### src/mpbm_pkg.sv
// Package for the multi-pattern byte matcher: sizes, word types, codes
// and the upper-casing helper. No dependencies.
package mpbm_pkg;

    localparam int ENTRIES = 8;
    localparam int MAX_LEN = 32;

    localparam int SLOT_W = (ENTRIES > 1) ? $clog2(ENTRIES) : 1;
    localparam int LEN_W  = $clog2(MAX_LEN + 1);
    localparam int ADDR_W = (ENTRIES * MAX_LEN > 1) ? $clog2(ENTRIES * MAX_LEN) : 1;

    typedef logic [SLOT_W-1:0] slot_t;
    typedef logic [LEN_W-1:0]  len_t;
    typedef logic [ADDR_W-1:0] addr_t;
    typedef logic [15:0]       key_t;
    typedef logic [7:0]        char_t;
    typedef logic [2:0]        status_t;
    typedef logic [1:0]        cmd_t;

    localparam cmd_t CMD_MATCH  = 2'd0;
    localparam cmd_t CMD_LOAD   = 2'd1;
    localparam cmd_t CMD_DELETE = 2'd2;
    localparam cmd_t CMD_CLEAR  = 2'd3;

    localparam status_t ST_OK        = 3'd0;
    localparam status_t ST_IGNORED   = 3'd1;
    localparam status_t ST_DUPLICATE = 3'd2;
    localparam status_t ST_FULL      = 3'd3;
    localparam status_t ST_TOO_LONG  = 3'd4;
    localparam status_t ST_NOT_FOUND = 3'd5;

    typedef struct packed {
        cmd_t  cmd;
        key_t  key;
        char_t data_byte;
        logic  last;
    } mpbm_in_t;

    typedef struct packed {
        logic    matched;
        key_t    match_key;
        status_t status;
    } mpbm_out_t;

    function automatic char_t upcase(char_t c);
        if (c >= 8'h61 && c <= 8'h7A) begin
            return c - 8'h20;
        end
        return c;
    endfunction

    function automatic addr_t char_addr(slot_t s, len_t off);
        return ADDR_W'(int'(s) * MAX_LEN + int'(off));
    endfunction

endpackage

### src/multi_pattern_byte_matcher_top.sv
// Multi-pattern byte matcher. Load, delete and clear words are handled in idle; a
// match word sweeps the table when any pattern is stored and skips the sweep when the
// table is empty. The sweep issues one pattern character memory read per table entry
// and compares each entry against the registered read data. Results go to an output
// register, so the next word is taken while the last result waits. No clearing pass
// after reset.
// Depends on mpbm_pkg and mpbm_core.
module multi_pattern_byte_matcher_top
    import mpbm_pkg::*;
(
    input  logic      aclk,
    input  logic      aresetn,
    input  logic      s_valid,
    output logic      s_ready,
    input  mpbm_in_t  s_data,
    output logic      m_valid,
    input  logic      m_ready,
    output mpbm_out_t m_data
);

    logic      res_valid, res_ready;
    mpbm_out_t res_data;
    logic      out_valid_reg;
    mpbm_out_t out_data_reg;

    mpbm_core u_core (
        .aclk      (aclk),
        .aresetn   (aresetn),
        .in_valid  (s_valid),
        .in_ready  (s_ready),
        .in_data   (s_data),
        .res_valid (res_valid),
        .res_ready (res_ready),
        .res_data  (res_data)
    );

    assign res_ready = !out_valid_reg || m_ready;

    always_ff @(posedge aclk) begin
        if (!aresetn) begin
            out_valid_reg <= 1'b0;
        end else if (res_valid && res_ready) begin
            out_valid_reg <= 1'b1;
        end else if (m_ready) begin
            out_valid_reg <= 1'b0;
        end
    end

    always_ff @(posedge aclk) begin
        if (res_valid && res_ready) begin
            out_data_reg <= res_data;
        end
    end

    assign m_valid = out_valid_reg;
    assign m_data  = out_data_reg;

endmodule

### src/mpbm_char_ram.sv
// Pattern character memory: one write port, one read port, registered read.
// Depends on mpbm_pkg.
module mpbm_char_ram
    import mpbm_pkg::*;
(
    input  logic  aclk,
    input  logic  we,
    input  addr_t waddr,
    input  char_t wdata,
    input  logic  re,
    input  addr_t raddr,
    output char_t rdata
);

    char_t mem [ENTRIES * MAX_LEN];
    char_t rdata_reg;

    always_ff @(posedge aclk) begin
        if (we) begin
            mem[waddr] <= wdata;
        end
        if (re) begin
            rdata_reg <= mem[raddr];
        end
    end

    assign rdata = rdata_reg;

endmodule

### src/mpbm_core.sv
// Matcher core: pattern table, load/delete/clear handling and the match sweep
// over the character memory. Depends on mpbm_pkg and mpbm_char_ram.
module mpbm_core
    import mpbm_pkg::*;
(
    input  logic      aclk,
    input  logic      aresetn,
    input  logic      in_valid,
    output logic      in_ready,
    input  mpbm_in_t  in_data,
    output logic      res_valid,
    input  logic      res_ready,
    output mpbm_out_t res_data
);

    typedef enum logic [1:0] {S_IDLE, S_SWEEP, S_DONE} state_t;

    localparam slot_t LAST_SLOT = SLOT_W'(ENTRIES - 1);

    state_t    state_reg, state_next;
    logic [ENTRIES-1:0] valid_reg, valid_next;
    key_t      key_reg   [ENTRIES];
    key_t      key_next  [ENTRIES];
    len_t      len_reg   [ENTRIES];
    len_t      len_next  [ENTRIES];
    len_t      prog_reg  [ENTRIES];
    len_t      prog_next [ENTRIES];
    slot_t     age_reg   [ENTRIES];
    slot_t     age_next  [ENTRIES];
    char_t     first_reg [ENTRIES];
    char_t     first_next[ENTRIES];
    len_t      load_count_reg, load_count_next;
    slot_t     load_slot_reg, load_slot_next;
    status_t   drop_reg, drop_next;
    slot_t     rd_idx_reg, rd_idx_next;
    logic      issue_reg, issue_next;
    logic      cmp_valid_reg, cmp_valid_next;
    logic      cmp_last_reg, cmp_last_next;
    slot_t     cmp_idx_reg, cmp_idx_next;
    logic      hit_reg, hit_next;
    slot_t     hit_age_reg, hit_age_next;
    key_t      hit_key_reg, hit_key_next;
    char_t     ch_reg, ch_next;
    mpbm_out_t res_reg, res_next;

    logic  ram_we, ram_re;
    addr_t ram_waddr, ram_raddr;
    char_t ram_wdata, ram_rdata;

    mpbm_char_ram u_ram (
        .aclk  (aclk),
        .we    (ram_we),
        .waddr (ram_waddr),
        .wdata (ram_wdata),
        .re    (ram_re),
        .raddr (ram_raddr),
        .rdata (ram_rdata)
    );

    // Writes happen only in idle, reads only in the sweep: ports never collide.
    always_comb begin
        char_t   ch_up;
        logic    free_found;
        slot_t   free_slot;
        slot_t   slot_eff;
        len_t    cnt;
        logic    done_load;
        logic    dup;
        logic    del_found;
        slot_t   del_slot;
        len_t    p;
        len_t    np;
        len_t    off;

        state_next      = state_reg;
        valid_next      = valid_reg;
        key_next        = key_reg;
        len_next        = len_reg;
        prog_next       = prog_reg;
        age_next        = age_reg;
        first_next      = first_reg;
        load_count_next = load_count_reg;
        load_slot_next  = load_slot_reg;
        drop_next       = drop_reg;
        rd_idx_next     = rd_idx_reg;
        issue_next      = issue_reg;
        cmp_valid_next  = 1'b0;
        cmp_last_next   = cmp_last_reg;
        cmp_idx_next    = cmp_idx_reg;
        hit_next        = hit_reg;
        hit_age_next    = hit_age_reg;
        hit_key_next    = hit_key_reg;
        ch_next         = ch_reg;
        res_next        = res_reg;
        ram_we          = 1'b0;
        ram_waddr       = '0;
        ram_wdata       = '0;
        ram_re          = 1'b0;
        ram_raddr       = '0;
        ch_up           = upcase(in_data.data_byte);
        free_found      = 1'b0;
        free_slot       = '0;
        slot_eff        = load_slot_reg;
        cnt             = load_count_reg;
        done_load       = 1'b0;
        dup             = 1'b0;
        del_found       = 1'b0;
        del_slot        = '0;
        p               = '0;
        np              = '0;
        off             = '0;

        for (int i = 0; i < ENTRIES; i++) begin
            if (!valid_reg[i] && !free_found) begin
                free_found = 1'b1;
                free_slot  = SLOT_W'(i);
            end
            if (valid_reg[i] && key_reg[i] == in_data.key) begin
                dup = 1'b1;
                if (!del_found) begin
                    del_found = 1'b1;
                    del_slot  = SLOT_W'(i);
                end
            end
        end

        unique case (state_reg)
            S_IDLE: begin
                if (in_valid) begin
                    res_next   = '0;
                    state_next = S_DONE;
                    unique case (in_data.cmd)
                        CMD_MATCH: begin
                            ch_next = ch_up;
                            if (|valid_reg) begin
                                state_next  = S_SWEEP;
                                issue_next  = 1'b1;
                                rd_idx_next = '0;
                                hit_next    = 1'b0;
                            end
                        end
                        CMD_LOAD: begin
                            if (drop_reg != ST_OK) begin
                                res_next.status = drop_reg;
                                done_load       = 1'b1;
                                if (in_data.last) begin
                                    drop_next = ST_OK;
                                end
                            end else if (in_data.data_byte != 8'h00) begin
                                if (load_count_reg == '0) begin
                                    slot_eff = free_slot;
                                end
                                if (load_count_reg == '0 && !free_found) begin
                                    res_next.status = ST_FULL;
                                    done_load       = 1'b1;
                                    if (!in_data.last) begin
                                        drop_next = ST_FULL;
                                    end
                                end else if (load_count_reg >= LEN_W'(MAX_LEN)) begin
                                    load_count_next = '0;
                                    res_next.status = ST_TOO_LONG;
                                    done_load       = 1'b1;
                                    if (!in_data.last) begin
                                        drop_next = ST_TOO_LONG;
                                    end
                                end else begin
                                    load_slot_next = slot_eff;
                                    ram_we         = 1'b1;
                                    ram_waddr      = char_addr(slot_eff, load_count_reg);
                                    ram_wdata      = ch_up;
                                    if (load_count_reg == '0) begin
                                        first_next[slot_eff] = ch_up;
                                    end
                                    cnt             = load_count_reg + 1'b1;
                                    load_count_next = cnt;
                                end
                            end
                            if (!done_load && in_data.last) begin
                                load_count_next = '0;
                                if (cnt == '0 || in_data.key == '0) begin
                                    res_next.status = ST_IGNORED;
                                end else if (dup) begin
                                    res_next.status = ST_DUPLICATE;
                                end else begin
                                    for (int i = 0; i < ENTRIES; i++) begin
                                        if (valid_reg[i]) begin
                                            age_next[i] = age_reg[i] + 1'b1;
                                        end
                                    end
                                    valid_next[slot_eff] = 1'b1;
                                    key_next[slot_eff]   = in_data.key;
                                    len_next[slot_eff]   = cnt;
                                    prog_next[slot_eff]  = '0;
                                    age_next[slot_eff]   = '0;
                                end
                            end
                        end
                        CMD_DELETE: begin
                            if (in_data.key == '0) begin
                                res_next.status = ST_IGNORED;
                            end else if (!del_found) begin
                                res_next.status = ST_NOT_FOUND;
                            end else begin
                                for (int j = 0; j < ENTRIES; j++) begin
                                    if (valid_reg[j] && age_reg[j] > age_reg[del_slot]) begin
                                        age_next[j] = age_reg[j] - 1'b1;
                                    end
                                end
                                valid_next[del_slot] = 1'b0;
                                prog_next[del_slot]  = '0;
                            end
                        end
                        CMD_CLEAR: begin
                            valid_next = '0;
                            for (int i = 0; i < ENTRIES; i++) begin
                                age_next[i]  = '0;
                                prog_next[i] = '0;
                            end
                        end
                        default: begin
                        end
                    endcase
                end
            end
            S_SWEEP: begin
                if (issue_reg) begin
                    p         = prog_reg[rd_idx_reg];
                    off       = (p < LEN_W'(MAX_LEN)) ? p : '0;
                    ram_re    = 1'b1;
                    ram_raddr = char_addr(rd_idx_reg, off);
                    cmp_valid_next = 1'b1;
                    cmp_idx_next   = rd_idx_reg;
                    cmp_last_next  = (rd_idx_reg == LAST_SLOT);
                    if (rd_idx_reg == LAST_SLOT) begin
                        issue_next = 1'b0;
                    end else begin
                        rd_idx_next = rd_idx_reg + 1'b1;
                    end
                end
                if (cmp_valid_reg && valid_reg[cmp_idx_reg]) begin
                    p = prog_reg[cmp_idx_reg];
                    if (p < len_reg[cmp_idx_reg] && ch_reg == ram_rdata) begin
                        np = p + 1'b1;
                    end else if (ch_reg == first_reg[cmp_idx_reg]) begin
                        np = LEN_W'(1);
                    end else begin
                        np = '0;
                    end
                    prog_next[cmp_idx_reg] = np;
                    if (np >= len_reg[cmp_idx_reg] &&
                        (!hit_reg || age_reg[cmp_idx_reg] < hit_age_reg)) begin
                        hit_next     = 1'b1;
                        hit_age_next = age_reg[cmp_idx_reg];
                        hit_key_next = key_reg[cmp_idx_reg];
                    end
                end
                if (cmp_valid_reg && cmp_last_reg) begin
                    state_next         = S_DONE;
                    res_next.matched   = hit_next;
                    res_next.match_key = hit_next ? hit_key_next : '0;
                    res_next.status    = ST_OK;
                    if (hit_next) begin
                        for (int i = 0; i < ENTRIES; i++) begin
                            prog_next[i] = '0;
                        end
                    end
                end
            end
            S_DONE: begin
                if (res_ready) begin
                    state_next = S_IDLE;
                end
            end
            default: begin
                state_next = S_IDLE;
            end
        endcase
    end

    always_ff @(posedge aclk) begin
        if (!aresetn) begin
            state_reg      <= S_IDLE;
            valid_reg      <= '0;
            load_count_reg <= '0;
            load_slot_reg  <= '0;
            drop_reg       <= ST_OK;
            issue_reg      <= 1'b0;
            cmp_valid_reg  <= 1'b0;
            hit_reg        <= 1'b0;
            for (int i = 0; i < ENTRIES; i++) begin
                prog_reg[i] <= '0;
                age_reg[i]  <= '0;
            end
        end else begin
            state_reg      <= state_next;
            valid_reg      <= valid_next;
            load_count_reg <= load_count_next;
            load_slot_reg  <= load_slot_next;
            drop_reg       <= drop_next;
            issue_reg      <= issue_next;
            cmp_valid_reg  <= cmp_valid_next;
            hit_reg        <= hit_next;
            prog_reg       <= prog_next;
            age_reg        <= age_next;
        end
    end

    always_ff @(posedge aclk) begin
        key_reg      <= key_next;
        len_reg      <= len_next;
        first_reg    <= first_next;
        rd_idx_reg   <= rd_idx_next;
        cmp_last_reg <= cmp_last_next;
        cmp_idx_reg  <= cmp_idx_next;
        hit_age_reg  <= hit_age_next;
        hit_key_reg  <= hit_key_next;
        ch_reg       <= ch_next;
        res_reg      <= res_next;
    end

    assign in_ready  = (state_reg == S_IDLE);
    assign res_valid = (state_reg == S_DONE);
    assign res_data  = res_reg;

endmodule

### config.mk
export PLATFORM = sky130hd
export DESIGN_NAME = multi_pattern_byte_matcher_top
export DESIGN_NICKNAME = d
export VERILOG_FILES = /design/src/mpbm_pkg.sv /design/src/multi_pattern_byte_matcher_top.sv /design/src/mpbm_char_ram.sv /design/src/mpbm_core.sv
export SDC_FILE = /design/constraint.sdc
export NUM_CORES = 2
export LEC_CHECK = 0
export ABC_AREA = 1
export ABC_CLOCK_PERIOD_IN_PS = 30900
export BUFFER_PORTS_ARGS = -buffer_cell sky130_fd_sc_hd__clkbuf_2
export CAP_MARGIN = 20
export CORE_MARGIN = 3
export CORE_UTILIZATION = 55
export DETAILED_ROUTE_END_ITERATION = 10
export PLACE_DENSITY = 0.81
export SLEW_MARGIN = 5
export SYNTH_ARGS = -nofsm -noshare
export SYNTH_HDL_FRONTEND = slang
export SYNTH_SLANG_ARGS = --single-unit
### constraint.sdc
create_clock -name aclk -period 30.9 [get_ports aclk]
set_clock_uncertainty 0.1 [all_clocks]
set_input_delay 0 -clock aclk [delete_from_list [all_inputs] [get_ports aclk]]
set_output_delay 0 -clock aclk [all_outputs]
set_load 0.005 [all_outputs]
==> summary.md <==
| Metric | Value |
|---|---|
| Status | finished clean |
| Largest net degree at the start of global routing | 257 |
| Adder-cell share of the synthesized area | 0.00705 |
| DR vias | 73.3k |
| EDFF count, synth | 2370 |
| Post-placement worst setup slack | 22.90 ns |
| Netlist Area Pre-Place | 106000 µm² |
| Top FF cell, synth | edfxtp_1 |
| Ratio of cells with drive above 1 in the final layout | 0.133 |
| Tcrit/Tclk final | 0.260 |
| Mapped Cells | 8622 |
| Postcts setup bufs | 0 |
| Num Clock Sinks | 2467 |
| Pwr Density | 57.7 nW/µm² |
| Core Region | 191000 µm² |
| Bufs on Longest Clock Path | 3 |
| Synth Area in Simple Gates | 0.137 |
| Clock transition at path regs | 0.06 ns |
| Top cells by area, synth | edfxtp_1 (67%), o211ai_1 (5.5%), nor2_1 (5.4%) |
| Num CTS Buffers | 234 |
| Placed Area | 108000 µm² |
| Syn_area_per_cell | 12.3 µm² |
| Yosys warns | 0 |
| Post-route setup TNS | 0 ns |
| Routed Antenna Nets | 0 |
| Bufs and invs on worst path | 7 |
| Wire per inst | 25.7 µm |
| Worst Hold Class | in -> reg |
| Row cnt | 160 |
| First-pass GRT wire length | 431000 µm |
| Largest family of logic cells by synthesized area | simple AND/OR/NAND/NOR gates |
| Hold Vio Cnt, Final | 0 |
| Final WS setup | 22.86 ns |
| Reg2reg start | u_core.state_reg[0] |
| Min-Delay Path Depth | 2 |
| Critical path, cell by cell | inv_2 -> nor2_4 -> inv_2 -> nor2_4 -> nand2_2 -> o21ai_4 -> nand2_4 -> buf_4 -> inv_8 -> buf_12 -> buf_12 -> buf_4 -> o311ai_0 -> o211ai_1 -> nand3_1 -> nand3_1 -> nand3_1 -> nand3_1 -> nand2_1 |
| Leakage | 0.0369 µW |
| RSZ-0062 raised after global routing | no |
| Req. time, crit path | 31.43 ns |
| Layout Nets | 8558 |
| Worst Path Arrival | 8.56 ns |
| Worst setup SP type | register |
| H-tree depth | 4 |
| Post-synthesis mux area share | 0 |
| Crit path largest cell delay | 0.80 ns |
| Die ar. | 199000 µm² |
| Iter 0 DRT Violations | 12.0k |
| Drt pass-1 iters | 10 |
| Vias in the first global route | 69.2k |
| Finished Cell Area | 116000 µm² |
| Dpl hpwl | 167000 µm |
| Starting density of the core | 0.557 |
| Maximum vdd ir drop | 0.0567 mV |
| # DRC | 0 |
| Post-synthesis compound-gate area fraction | 0.128 |
| Setup CP Type | reg -> reg |
| Hold path startpoint | s_data[3] |
| CTS tree | done |
| IO Pins | 53 |
| Worst path most repeated cell | nand3_1 |
| Gr usage total | 0.283 |
| Synth Register Bits | 2467 |
| Avg Vias per Cell | 6.55 |
| CP max stage cell | buf_4 |
| Post-synthesis cell type count | 76 |
| Worst hold slack | 0.0810 ns |
| Final GP Congestion | 0.984 |
| Critical Path Sink Type | register |
| Synth area leader | edfxtp_1 |
| R2r endpoint | u_core.u_ram.rdata[3] |
| Xor/xnor share of the synthesized area | 0.00403 |
| Final Slew Violations | 0 |
| Grt ovf | 0 |
| Syn Nets | 8713 |
| Crit Path Max Fanout | 212 |
| Relative slew slack | 0.155 |
| Max reg flops | 2048 |
| Crit path max-delay family | buffers and inverters |
| Total routed wirelength | 288000 µm |
| Final Critical Period | 8.04 ns |
| Post-synth top area share | 0.669 |
| Reg2reg path depth | 19 |
| Initial antenna violation count | 12 |
| Hold Path Sink | u_core.first_reg[58] |
| Die width | 446 µm |
| Total power | 6720 µW |
| Die height | 446 µm |
| Final setup vio count | 0 |
| Worst-Margin Slew | 1.26 ns |
| Port Buffers | 52 |
| Filler cells | 13.6k |
| Clk_lat worst skew | 0.88 ns |
| Seq/Total Area, Yosys | 0.687 |
| Clk root buf | clkbuf_16 |
| Area added between synthesis and finish | 9.45% |
| Ys async rst share | 0 |
| Setup slack, reg-to-reg | 22.86 ns |
| Max cap viols | 0 |
| FMAX | 0.124 GHz |
## through the flow
stage,instances,util
3_3_place_gp,10700,0.566
2_1_floorplan,8622,-
5_1_grt,11200,0.609
4_1_cts,11200,0.609
3_5_place_dp,10700,0.566
6_report,11200,0.609
## layer usage
layer  vias to the layer above  track usage  wire length, µm
met3                       829       0.0633            35300
met2                      5192        0.432           132000
met4                         4        0.122            13300
met5                         -            0               27
li1                      31800            -                -
met1                     35500        0.394           108000
## layout make-up
| type | instances | area [µm²] | share of cell area |
|---|---|---|---|
| tap | 2511 | 3140 | 0.0270 |
| clock inverter | 169 | 1750 | 0.0150 |
| sequential | 2467 | 73100 | 0.628 |
| timing repair buffer | 183 | 1490 | 0.0128 |
| multi-input combinational | 5210 | 29500 | 0.254 |
| antenna | 13 | 32.5 | 0.000279 |
| clock buffer | 268 | 5980 | 0.0514 |
| inverter | 371 | 1430 | 0.0123 |
## cell usage after synthesis (144+ instances only)
| cell | instances |
|---|---|
| a21oi_1 | 169 |
| buf_2 | 144 |
| clkbuf_1 | 357 |
| edfxtp_1 | 2370 |
| inv_1 | 342 |
| nand2_1 | 659 |
| nand3_1 | 319 |
| nor2_1 | 1535 |
| o211ai_1 | 779 |
| o21ai_0 | 174 |
| o311ai_0 | 224 |
| o31ai_1 | 249 |
| or2_2 | 517 |
## where the power goes
group          internal (µW)  switching (µW)
clock network           1590            1280
registers               3650            11.5
logic                   44.8             132
## cells in the final DEF, fill, tap and decap left out, types with 12 or more instances in the layout
cell	synthesis	final
bufinv_16	0	23
inv_1	342	340
edfxtp_1	2370	2370
or2_2	517	517
clkinv_1	5	66
nor2_4	5	12
o221ai_1	28	28
dfxtp_1	97	97
nand2_1	659	644
dlygate4sd3_1	1	38
a221oi_1	44	44
diode_2	0	13
o21ai_0	174	173
clkinvlp_4	0	24
clkbuf_2	1	52
nor3_1	25	21
o311ai_0	224	224
nand4_1	76	76
o211ai_1	779	779
ha_1	60	60
nand3_1	319	318
buf_12	0	12
clkbuf_1	357	34
o31ai_1	249	249
nor2_1	1535	1519
xnor2_1	19	19
clkinv_2	0	35
o2111ai_1	16	16
a21oi_1	169	169
o22ai_1	39	39
a22oi_1	34	34
clkbuf_16	0	234
a22o_1	14	14
nand2_2	33	45
nor2_2	6	15
buf_4	29	79
nor4_1	21	21
xor2_1	30	30
inv_2	20	20
nand3_2	15	16
## worst max path at each step
stage	depth (start not counted)	from	end	slack, ns
6_report	19	u_core.state_reg[0]	u_core.u_ram.rdata[3]	22.86
5_1_grt	19	u_core.state_reg[0]	u_core.u_ram.rdata[4]	22.17
4_1_cts	19	u_core.state_reg[0]	u_core.u_ram.rdata[4]	22.92
3_5_place_dp	19	u_core.state_reg[0]	u_core.u_ram.rdata[4]	22.90
3_3_place_gp	19	u_core.state_reg[0]	u_core.u_ram.rdata[4]	23.09
2_1_floorplan	10	u_core.load_count_reg[1]	u_core.u_ram.mem[0][5]	17.59
## logic make-up (layout without fill, tap and decap cells)
family / after synthesis / in the layout
other cells: 0 / 13
xor+xnor: 49 / 49
buf+inv: 945 / 991
simple gates: 3245 / 3245
compound gates: 1856 / 1856
flops: 2467 / 2467
fa+ha+maj: 60 / 60
## timing repair
action	CTS	global route
gates resized for setup	0	0
hold buffers	38	0
endpoints found under the hold margin	399	0
endpoints found under the setup margin	0	0
Note: power is estimated with default switching activity, not from simulation.
